[src/rtl/core/add_with_addressing_modes_macros.svh]
// Assertion helpers used by add_with_addressing_modes.sv
`ifndef ADD_WITH_ADDRESSING_MODES_MACROS_SVH
`define ADD_WITH_ADDRESSING_MODES_MACROS_SVH

// Same-cycle implication, disabled while reset is asserted
`define AWAM_ASSERT_NOW(label, clk, rstn, ante, cons) \
    label: assert property (@(posedge clk) disable iff (!rstn) (ante) |-> (cons)) \
        else $error("awam check failed");

// Next-cycle implication, disabled while reset is asserted
`define AWAM_ASSERT_NEXT(label, clk, rstn, ante, cons) \
    label: assert property (@(posedge clk) disable iff (!rstn) (ante) |=> (cons)) \
        else $error("awam check failed");

`endif

[src/rtl/core/awam_pkg.sv]
package awam_pkg;

    // Operand mode codes
    localparam logic [4:0] CODE_IMM = 5'h10;
    localparam logic [4:0] CODE_DIR = 5'h11;
    localparam logic [4:0] CODE_IND = 5'h12;

    // Operations carried in the opcode field
    typedef enum logic [2:0] {
        OP_ADD   = 3'd0,
        OP_WRREG = 3'd1,
        OP_WRMEM = 3'd2,
        OP_RDMEM = 3'd3,
        OP_RDREG = 3'd4
    } op_t;

    // Result status codes
    typedef enum logic [1:0] {
        STAT_OK      = 2'd0,
        STAT_IMMDEST = 2'd1,
        STAT_BAD     = 2'd2
    } status_t;

    // Decoded operand mode
    typedef enum logic [2:0] {
        MODE_REG,
        MODE_IMM,
        MODE_DIR,
        MODE_IND,
        MODE_BAD
    } mode_t;

    // Operations of the shared arithmetic unit
    typedef enum logic {
        ALU_ADD,
        ALU_SUB
    } alu_op_t;

    // Register numbers 1..15 name a register
    function automatic logic reg_ok(input logic [15:0] n);
        return (n >= 16'd1) && (n <= 16'd15);
    endfunction

    function automatic mode_t mode_of(input logic [4:0] code);
        mode_t m;
        if (reg_ok({11'd0, code})) begin
            m = MODE_REG;
        end
        else if (code == CODE_IMM) begin
            m = MODE_IMM;
        end
        else if (code == CODE_DIR) begin
            m = MODE_DIR;
        end
        else if (code == CODE_IND) begin
            m = MODE_IND;
        end
        else begin
            m = MODE_BAD;
        end
        return m;
    endfunction

endpackage

[src/rtl/core/awam_regs.sv]
module awam_regs import awam_pkg::*; (
    input  logic        clk,
    input  logic        rst_n,
    input  logic        we,
    input  logic [3:0]  waddr,
    input  logic [15:0] wdata,
    input  logic [3:0]  raddr,
    output logic [15:0] rdata
);

    localparam int NREGS = 15;

    logic [15:0] rf_reg [NREGS];

    // Write one register; reset clears the file
    always_ff @(posedge clk or negedge rst_n)
    begin
        if (!rst_n)
        begin
            for (int i = 0; i < NREGS; i++)
            begin
                rf_reg[i] <= '0;
            end
        end
        else if (we && (waddr < 4'(NREGS)))
        begin
            rf_reg[waddr] <= wdata;
        end
    end

    // One read port; the unused index reads as zero
    assign rdata = (raddr < 4'(NREGS)) ? rf_reg[raddr] : 16'd0;

endmodule

[config.mk]
export PLATFORM = sky130hd
export DESIGN_NAME = awam_regs
export DESIGN_NICKNAME = d
export VERILOG_FILES = /design/src/rtl/core/add_with_addressing_modes_macros.svh /design/src/rtl/core/awam_pkg.sv /design/src/rtl/core/awam_regs.sv
export SDC_FILE = /design/constraint.sdc
export NUM_CORES = 1
export LEC_CHECK = 0
export BUFFER_PORTS_ARGS = -buffer_cell sky130_fd_sc_hd__buf_2
export CAP_MARGIN = 20
export CORE_MARGIN = 1.5
export CORE_UTILIZATION = 36
export DETAILED_ROUTE_END_ITERATION = 8
export SKIP_CTS_REPAIR_TIMING = 1
export SYNTH_ARGS = -nofsm -noshare
export SYNTH_HDL_FRONTEND = slang
export SYNTH_SLANG_ARGS = --single-unit
[constraint.sdc]
create_clock -name clk -period 3.87 [get_ports clk]
set_input_delay 0.1935 -clock clk [delete_from_list [all_inputs] [get_ports clk]]
set_output_delay 0.1935 -clock clk [all_outputs]
set_load 0.005 [all_outputs]
==> results.json <==
{
  "switching_share": 0.247,
  "yosys_most_used_dff": "dfrtp_1",
  "drive_gt1_frac": 0.518,
  "synth_area_leader_cell": "dfrtp_1",
  "hpwl_microns": 15400,
  "insertion_delay_ps": 520,
  "drt_iter0_drc": 352,
  "async_reset_ff_frac": 1.00,
  "max-vdd-ir-drop_uv": 225,
  "met2WireLength_microns": 13100,
  "drt_wl_total_microns": 25800,
  "crit_required_ps": 3680,
  "rsz0062_at_grt": "no",
  "finalCriticalPeriod_ps": 2650,
  "num_antenna_cells": 0,
  "ioPinCount": 43,
  "h-tree-depth": 1,
  "slew_violations": 0,
  "top_layer_used": "met5",
  "vias": 6108,
  "synthTopCellsByArea": "dfrtp_1, mux2_2, mux4_2",
  "grt_pass1_vias": 6346,
  "setup_violations": 0,
  "cp-start-kind": "input port",
  "power.internal_w": 0.00522,
  "synth-edff-count": 0,
  "fin_skew_ps": 0,
  "status": "complete, no violations",
  "cts_root_buffer": "clkbuf_16",
  "synth.avg_cell_area_sq_um": 15.7,
  "grt_max_degree": 100,
  "grt_usage": 0.168,
  "synth_cells": 709,
  "vias_per_cell": 5.27,
  "nets": 772,
  "slew_headroom": 0.341,
  "combPwrFrac": 0.179,
  "synth_common_cells": "dfrtp_1, mux2_2, mux2i_1, mux4_2, buf_2",
  "finalSetupTns_ps": 0,
  "die-area_sq_um": 32000,
  "cp_slowest_stage_delay_ps": 730,
  "post-route-util": 0.411,
  "numPortBuffers": 42,
  "initial_core_util": 0.365,
  "largest_reg_flops": 240,
  "fp.dieW_microns": 179,
  "seq_area_frac_synth": 0.540,
  "power_switching_w": 0.00171,
  "coreArea_sq_um": 30500,
  "seq_power_share": 0.487,
  "power_per_cell_area_nw_per_um2": 553,
  "drc": 0,
  "die_h_microns": 179,
  "worstPathCellList": "buf_4, buf_4, mux2i_1, mux4_2, o21ai_0, buf_2",
  "tightest_slew_ps": 989,
  "ys_warn_count": 0,
  "drt-met1-wl_microns": 11400,
  "stdcell_area_sq_um": 12500,
  "clk_path_buf_depth": 3,
  "worstPathMaxFanout": 64,
  "drtAntennaViolNets": 0,
  "max_freq_ghz": 0.378,
  "syn_area_sq_um": 11100,
  "synth_top_cell_area_share": 0.540,
  "synth_fp_nets": 736,
  "place_area_sq_um": 11700,
  "cts_tree": "built",
  "place_congestion": 0.724,
  "area_growth_pct": 12.8,
  "ys_types": 24,
  "wl_met3_microns": 910,
  "maxCapViolations": 0,
  "finalPower_w": 0.00693,
  "antenna_found_initial": 1,
  "path_common_cell": "buf_4",
  "clock-sinks": 240,
  "yosys.cell_count.top_type": "dfrtp_1",
  "hp-class": "in2reg",
  "pwr-share-clk": 0.333,
  "leakage_nw": 5.49,
  "grt-ovfl-total": 0,
  "cts_buffers": 25,
  "hold_slack_ps": 112,
  "wl_per_cell_microns": 22.3,
  "period_share": 0.684,
  "cp-end-kind": "primary output",
  "crit_buf_inv": 3,
  "path_clk_slew_ps": 60,
  "arrival_ps": 2450,
  "cpMaxStageDelayCell": "buf_4",
  "hold_viol": 0,
  "rows": 64,
  "ys_seq_elements": 240,
  "cp_top_family": "buffers and inverters",
  "firstDrtPassIters": 4,
  "grt_pass1_wl_microns": 39900,
  "worstSetupPathType": "in2out"
}
==> area by class of cell <==
class                      count  area [sq um]
clock buffer                  37           751
timing repair buffer          68           455
tap                          396           495
multi-input combinational    409          4790
clock inverter                 8          42.5
sequential                   240          6010
fill                        2769         18000
inverter                       1          3.75
==> power by group through the flow <==
| stage | Combinational [W] | Sequential [W] | Clock (W) |
|---|---|---|---|
| 2_1_floorplan | 0.000976 | 0.00332 | 0 |
| 3_3_place_gp | 0.00122 | 0.00341 | 0 |
| 3_5_place_dp | 0.00127 | 0.00342 | 0 |
| 4_1_cts | 0.00127 | 0.00338 | 0.00237 |
| 5_1_grt | 0.00136 | 0.00345 | 0.00248 |
| 6_report | 0.00124 | 0.00338 | 0.00231 |
==> per-layer routing <==
metal	up-vias	global-route usage
li1	2695	-
met3	28	0.0206
met2	86	0.289
met1	3297	0.227
met4	2	0.0361
met5	-	0
==> logic make-up after synthesis <==
family,after synthesis,share of synthesized area
AOI/OAI and AO/OA,32,0.0180
buffers and inverters,60,0.0290
DFF,240,0.540
muxes,336,0.390
and+or+nand+nor,41,0.0227
==> final timing paths <==
check                      depth (start not counted)           to  slack [ps]   startpoint
max                                                6     rdata[8]        1220     raddr[1]
min                                                2  rf_reg[149]         110     wdata[5]
max reg2reg                                        1  rf_reg[156]        3080  rf_reg[156]
min in group asynchronous                          2  rf_reg[144]         260        rst_n
max in group asynchronous                          3   rf_reg[27]        2680        rst_n
min reg2reg                                        1  rf_reg[158]         490  rf_reg[158]
==> placed cells by master (no fill, tap or decap), drive strengths merged <==
cell type	n
clkinvlp	1
dlygate4sd3	1
nand2b	19
nor2b	1
nand2	2
dfrtp	240
nand3	1
mux2i	48
nor3b	1
inv	1
or3	3
nor2	10
a22oi	16
nand3b	3
clkbuf	37
o21ai	16
mux4	48
and3	1
buf	67
mux2	240
clkinv	7
==> per-stage QoR <==
step	worst slack [ps]	instances
finish	1220	1159
global route	1110	1159
CTS	1170	1158
detailed placement	1170	1113
global placement	1190	1112
floorplan	2210	709
Note: power is estimated with default switching activity, not from simulation.
