`config.mk`:
```
export PLATFORM = sky130hd
export DESIGN_NAME = awam_alu
export DESIGN_NICKNAME = d
export VERILOG_FILES = /design/src/rtl/core/add_with_addressing_modes_macros.svh /design/src/rtl/core/awam_pkg.sv /design/src/rtl/core/awam_alu.sv
export SDC_FILE = /design/constraint.sdc
export NUM_CORES = 1
export LEC_CHECK = 0
export ABC_AREA = 1
export BUFFER_PORTS_ARGS = -buffer_cell sky130_fd_sc_hd__buf_2
export CORE_MARGIN = 1
export CORE_UTILIZATION = 45
export DETAILED_ROUTE_END_ITERATION = 10
export GPL_ROUTABILITY_DRIVEN = 0
export PLACE_DENSITY = 0.74
export SYNTH_ARGS = -nofsm -noshare
export SYNTH_HDL_FRONTEND = slang
export SYNTH_SLANG_ARGS = --single-unit
```
`constraint.sdc`:
```
create_clock -name vclk -period 1.2
set_input_delay 0 -clock vclk [all_inputs]
set_output_delay 0 -clock vclk [all_outputs]
set_load 0.05 [all_outputs]
```
`src/rtl/core/add_with_addressing_modes_macros.svh`:
```
// Assertion helpers used by add_with_addressing_modes.sv
`ifndef ADD_WITH_ADDRESSING_MODES_MACROS_SVH
`define ADD_WITH_ADDRESSING_MODES_MACROS_SVH

// Same-cycle implication, disabled while reset is asserted
`define AWAM_ASSERT_NOW(label, clk, rstn, ante, cons) \
    label: assert property (@(posedge clk) disable iff (!rstn) (ante) |-> (cons)) \
        else $error("awam check failed");

// Next-cycle implication, disabled while reset is asserted
`define AWAM_ASSERT_NEXT(label, clk, rstn, ante, cons) \
    label: assert property (@(posedge clk) disable iff (!rstn) (ante) |=> (cons)) \
        else $error("awam check failed");

`endif

```
`src/rtl/core/awam_pkg.sv`:
```
package awam_pkg;

    // Operand mode codes
    localparam logic [4:0] CODE_IMM = 5'h10;
    localparam logic [4:0] CODE_DIR = 5'h11;
    localparam logic [4:0] CODE_IND = 5'h12;

    // Operations carried in the opcode field
    typedef enum logic [2:0] {
        OP_ADD   = 3'd0,
        OP_WRREG = 3'd1,
        OP_WRMEM = 3'd2,
        OP_RDMEM = 3'd3,
        OP_RDREG = 3'd4
    } op_t;

    // Result status codes
    typedef enum logic [1:0] {
        STAT_OK      = 2'd0,
        STAT_IMMDEST = 2'd1,
        STAT_BAD     = 2'd2
    } status_t;

    // Decoded operand mode
    typedef enum logic [2:0] {
        MODE_REG,
        MODE_IMM,
        MODE_DIR,
        MODE_IND,
        MODE_BAD
    } mode_t;

    // Operations of the shared arithmetic unit
    typedef enum logic {
        ALU_ADD,
        ALU_SUB
    } alu_op_t;

    // Register numbers 1..15 name a register
    function automatic logic reg_ok(input logic [15:0] n);
        return (n >= 16'd1) && (n <= 16'd15);
    endfunction

    function automatic mode_t mode_of(input logic [4:0] code);
        mode_t m;
        if (reg_ok({11'd0, code})) begin
            m = MODE_REG;
        end
        else if (code == CODE_IMM) begin
            m = MODE_IMM;
        end
        else if (code == CODE_DIR) begin
            m = MODE_DIR;
        end
        else if (code == CODE_IND) begin
            m = MODE_IND;
        end
        else begin
            m = MODE_BAD;
        end
        return m;
    endfunction

endpackage

```
`src/rtl/core/awam_alu.sv`:
```
module awam_alu import awam_pkg::*; (
    input  alu_op_t     op,
    input  logic [15:0] a,
    input  logic [16:0] b,
    output logic [15:0] y,
    output logic        ge
);

    logic [17:0] sum;

    // One adder: plain add, or subtract through inverted operand and carry in
    always_comb
    begin
        unique case (op)
            ALU_ADD: sum = {2'b00, a} + {2'b00, b[15:0]};
            ALU_SUB: sum = {2'b00, a} + ~{1'b0, b} + 18'd1;
            default: sum = '0;
        endcase
    end

    assign y  = sum[15:0];
    // No borrow out means a >= b
    assign ge = ~sum[17];

endmodule
```
==> summary.log, run 1 <==
INFO  global_route   globalRouteTotalUtil=0.670
INFO  logic_synthesis synthesis.area_per_instance=5.12squm
INFO  logic_synthesis synth_largest_area_cell=nand2_1
INFO  outcome        toolErrorMsg=[ERROR GRT-0232] Routing congestion too high. Check the congestion heatmap in the GUI.
INFO  logic_synthesis syn_area=0.00209sqmm
INFO  placed_design  dp_slack=-511ps
INFO  logic_synthesis synthesis.yosys.warnings=0
INFO  logic_synthesis synth.distinct_cells=24
INFO  logic_synthesis synthesis.nets=475
INFO  placed_design  place_inst=558
INFO  outcome        outcome.stop_stage=global routing (5_1_grt)
INFO  timing         grt-worst-endpoint=y[14]
INFO  die            die_h=70.1um
INFO  global_route   grt_start_max_net_pins=11
INFO  die            num_io_pins=51
INFO  die            dieWidth=70.1um
INFO  logic_synthesis synth_top_cell_area_share=0.282
INFO  timing         timing.repair.worst_endpoint_type=output port
INFO  placed_design  hpwlAfterDp=5450um
INFO  global_route   grt_overflow_total=10
INFO  die            starting_density_of_the_core=0.473
INFO  logic_synthesis synth.top_cells.by_area=nand2_1 28%, ha_1 19%, inv_1 12%, nand3_1 6.7%, nor2_1 6.1%
INFO  logic_synthesis post_synth_xor_area_fraction=0.0377
INFO  logic_synthesis post_synth_and_or_nand_nor_area_fraction=0.486
INFO  clock_network  cts-hold-fix-buffers=0
INFO  die            core.rowCount=24
INFO  logic_synthesis sequential_element_share_of_the_synthesized_area=0
INFO  logic_synthesis multiplexer_share_of_the_synthesized_area=0
INFO  outcome        status=aborted with a tool error
INFO  logic_synthesis synth_top_family_by_area=simple AND/OR/NAND/NOR gates
INFO  placed_design  port_buffers=51
INFO  logic_synthesis synth_compound_area_frac=0.0959
INFO  logic_synthesis syn-instance-count=408
INFO  logic_synthesis yosys.area_share.adder=0.205
[per-stage QoR]
stage,area (sq um),setup TNS (ps)
4_1_cts,3800,-3000
3_5_place_dp,3090,-6610
3_3_place_gp,3090,-6270
2_1_floorplan,2420,-654
[cells in the mapped netlist]
master,count
buf_4,4
nand3b_1,2
nand4_1,9
nor2_2,5
nor2_1,34
inv_1,69
nor3_2,1
and2_1,2
nand2_1,157
o21ai_0,10
nand2_2,1
inv_2,5
fa_1,2
nor2_4,1
o21bai_1,5
a21oi_1,19
ha_1,31
nand3_1,28
nor3_1,3
o21ai_1,2
xor2_1,9
o21a_1,1
buf_2,5
buf_6,3
[per-layer routing]
layer  overflow  global-route usage
met5          0              0.0556
met4          2               0.707
met3          0               0.433
met2          7               0.906
met1          1               0.654
[cells by family after synthesis]
kind of cell             count (synthesis)
AO/OA/AOI/OAI                           37
AND/OR/NAND/NOR                        243
adder cells (fa/ha/maj)                 33
buffers and inverters                   86
XOR/XNOR                                 9
[what timing repair did]
item	in CTS
pin swaps	67
setup endpoints to repair	16
buffers inserted	11
resized for setup	178
==> inputs of run 2 (changes only) <==
--- a/config.mk
+++ b/config.mk
@@ -8,10 +8,10 @@
 export ABC_AREA = 1
 export BUFFER_PORTS_ARGS = -buffer_cell sky130_fd_sc_hd__buf_2
 export CORE_MARGIN = 1
-export CORE_UTILIZATION = 45
+export CORE_UTILIZATION = 30
 export DETAILED_ROUTE_END_ITERATION = 10
 export GPL_ROUTABILITY_DRIVEN = 0
-export PLACE_DENSITY = 0.74
+export PLACE_DENSITY_LB_ADDON = 0.15
 export SYNTH_ARGS = -nofsm -noshare
 export SYNTH_HDL_FRONTEND = slang
 export SYNTH_SLANG_ARGS = --single-unit
==> constraint.sdc (replaced) <==
create_clock -name vclk -period 1.55
set_input_delay 0 -clock vclk [all_inputs]
set_output_delay 0 -clock vclk [all_outputs]
set_load 0.05 [all_outputs]
==> summary.log, run 2 <==
INFO  outcome        status=finished clean
INFO  logic_synthesis synth.top_cells.by_area=nand2_1 28%, ha_1 19%, inv_1 12%, nand3_1 6.7%, nor2_1 6.1%
INFO  logic_synthesis synth_largest_area_cell=nand2_1
INFO  timing         rsz0062_at_grt=yes
INFO  logic_synthesis sequential_element_share_of_the_synthesized_area=0 [unchanged]
INFO  run            maxCapViolCount=0
INFO  placed_design  dp_slack=-231ps [+281 ps]
INFO  pwr            power_density=508mW/mm^2
INFO  timing         period_needed=1530ps
INFO  final_layout   area_growth_syn_to_layout=53.7%
INFO  global_route   wire_length_of_the_first_global_routing_pass=10900um
INFO  final_layout   layoutNonFillerInstCount=583
INFO  final_layout   layout_commonest_cell=nand2_1
INFO  timing         clock.fmax=655MHz
INFO  global_route   grt_start_max_net_pins=14
INFO  placed_design  place_inst=582 [+4.3%]
INFO  die            dieWidth=85.4um [+22%]
INFO  worst_hold_path worst_hold_path_type=primary input to output pin
INFO  logic_synthesis post_synth_and_or_nand_nor_area_fraction=0.486 [unchanged]
INFO  route          dr_total_vias=2738
INFO  route          detail_route_antenna_nets=0
INFO  route          met2WireLength=3130um
INFO  critical_path  critPathArrivalTime=1530ps
INFO  route          detail_route.wl_per_cell=11.4um
INFO  logic_synthesis synthesis.yosys.warnings=0 [unchanged]
INFO  die            starting_density_of_the_core=0.309 [-0.164]
INFO  route          route.detailed.drc=0
INFO  timing         timing_worst_slew_pin_value=330ps
INFO  logic_synthesis yosys.area_share.adder=0.205 [unchanged]
INFO  critical_path  crit_path_end_kind=output pin
INFO  logic_synthesis syn_area=0.00209sqmm [unchanged]
INFO  pwr            p_leak=1.80nW
INFO  critical_path  cp-start-kind=primary input
INFO  final_layout   count_of_sequential_standard_cells=0
INFO  logic_synthesis synthesis.area_per_instance=5.12squm [unchanged]
INFO  final_layout   fin_area=0.00321sqmm
INFO  timing         final-max-slew-violation-count=0
INFO  die            core.rowCount=30 [+25%]
INFO  critical_path  timing.setup.critical_path_class=primary input to output pin
INFO  route          totalWireLength=6640um
INFO  route          detail_route.wirelength.met1=3090um
INFO  timing         timing.final.setup_violations=0
INFO  timing         layout_setup_ws=23.4ps
INFO  global_route   globalRouteTotalUtil=0.180
INFO  timing         timing.final.hold_violations=0
INFO  die            die_h=85.4um [+22%]
INFO  critical_path  critical_path_end=y[6]
INFO  critical_path  worst_ep_required_time=1550ps
INFO  global_route   vias_in_the_first_global_route=2502
INFO  die            num_io_pins=51 [unchanged]
INFO  final_layout   layout.nets=572
INFO  placed_design  hpwlAfterDp=5590um [+2.6%]
INFO  logic_synthesis synth_top_family_by_area=simple AND/OR/NAND/NOR gates
INFO  global_route   grt_overflow_total=0
INFO  logic_synthesis synthesis.nets=475 [unchanged]
INFO  logic_synthesis multiplexer_share_of_the_synthesized_area=0 [unchanged]
INFO  placed_design  port_buffers=51 [unchanged]
INFO  route          highest-signal-layer=met4
INFO  final_layout   layout_common_cells=140 x nand2_1, 64 x inv_1, 56 x buf_4
INFO  placed_design  postPlaceCellArea=0.00281sqmm [-9.1%]
INFO  pwr            ir_worst_vdd=0.272mV
INFO  timing         layout_worst_path_cycle_share=0.985
INFO  final_layout   post_route_cells_drive_above_1_share=0.352
INFO  die            coreArea=0.00676sqmm
INFO  route          detail_route.vias_per_cell=4.70
INFO  logic_synthesis synth_compound_area_frac=0.0959 [unchanged]
INFO  final_layout   seq_area=0squm
INFO  route          detail_route.first_pass.iterations=4
INFO  pwr            total_power_draw=0.00163W
INFO  logic_synthesis synth.distinct_cells=24 [unchanged]
INFO  logic_synthesis syn-instance-count=408 [unchanged]
INFO  logic_synthesis yosysMostFrequentCell=nand2_1
INFO  final_layout   diodes=0
INFO  logic_synthesis post_synth_xor_area_fraction=0.0377 [unchanged]
INFO  timing         timing.slew.headroom=0.778
INFO  timing         hold_slack=427ps
INFO  route          drt-initial-drc-count=136
INFO  die            floorplan_die_area=0.00730sqmm
INFO  global_route   initial_antenna_violation_count=0
INFO  route          met3WireLength=352um
INFO  final_layout   num-clock-buffers=0
INFO  logic_synthesis synthTopCellsByCount=157 x nand2_1, 69 x inv_1, 34 x nor2_1, 31 x ha_1, 28 x nand3_1
INFO  critical_path  setup.worst_path.start=b[0]
INFO  logic_synthesis synth_top_cell_area_share=0.282 [unchanged]
INFO  critical_path  timing.critical_path.fanout_max=4
INFO  worst_hold_path worst_hold_startpoint=b[16]
run 2: worst min-delay path by stage:
stage / end / cells past startpoint
finish: ge / 5
global route: y[0] / 4
CTS: ge / 5
detailed placement: y[0] / 4
global placement: y[0] / 4
floorplan: y[0] / 2
run 2: area by class of cell:
type | instances | area, sq um
timing repair buffer | 107 | 782
tap | 80 | 100
inverter | 74 | 285
multi-input combinational | 322 | 2040
fill | 726 | 3550
run 2: what timing repair did:
item / in CTS / in global routing
gates resized for setup: 50 / 58
setup endpoints to repair: 15 / 15
buffers inserted: 0 / 1
hold buffers: 0 / 0
pin swaps: 9 / 23
run 2: report_power, final:
part / leakage (nW) / switching, W / internal, W
Sequential: 0 / 0 / 0
Combinational: 1.80 / 0.000972 / 0.000659
Clock: 0 / 0 / 0
Total: 1.80 / 0.000972 / 0.000659
run 2: logic make-up (layout without fill, tap and decap cells):
family / after synthesis / count (layout)
AND/OR/NAND/NOR: 243 / 243
buffers and inverters: 86 / 181
AO/OA/AOI/OAI: 37 / 37
adder cells (fa/ha/maj): 33 / 33
XOR/XNOR: 9 / 9
run 2: critical path: stages:
cell	delay [ps]
buf_2	120
ha_2	190
fa_2	350
nand2_2	80
nand2_2	80
nand2_1	70
nand2_1	80
o21ai_2	200
xor2_2	170
buf_6	180
run 2: per-stage QoR:
stage | util | setup TNS [ps]
after floorplan | - | -8.87
after global placement | 0.415 | -1880
after detailed placement | 0.415 | -1960
after CTS | 0.443 | 0
after global routing | 0.475 | -388
final | 0.475 | 0
run 2: routing by layer:
metal / track usage / vias to the layer above
met3: 0.0126 / 4
met4: 0.0288 / 0
met2: 0.314 / 64
li1: - / 1436
met1: 0.247 / 1234
met5: 0 / -
Power figures use the tool's default switching activity.
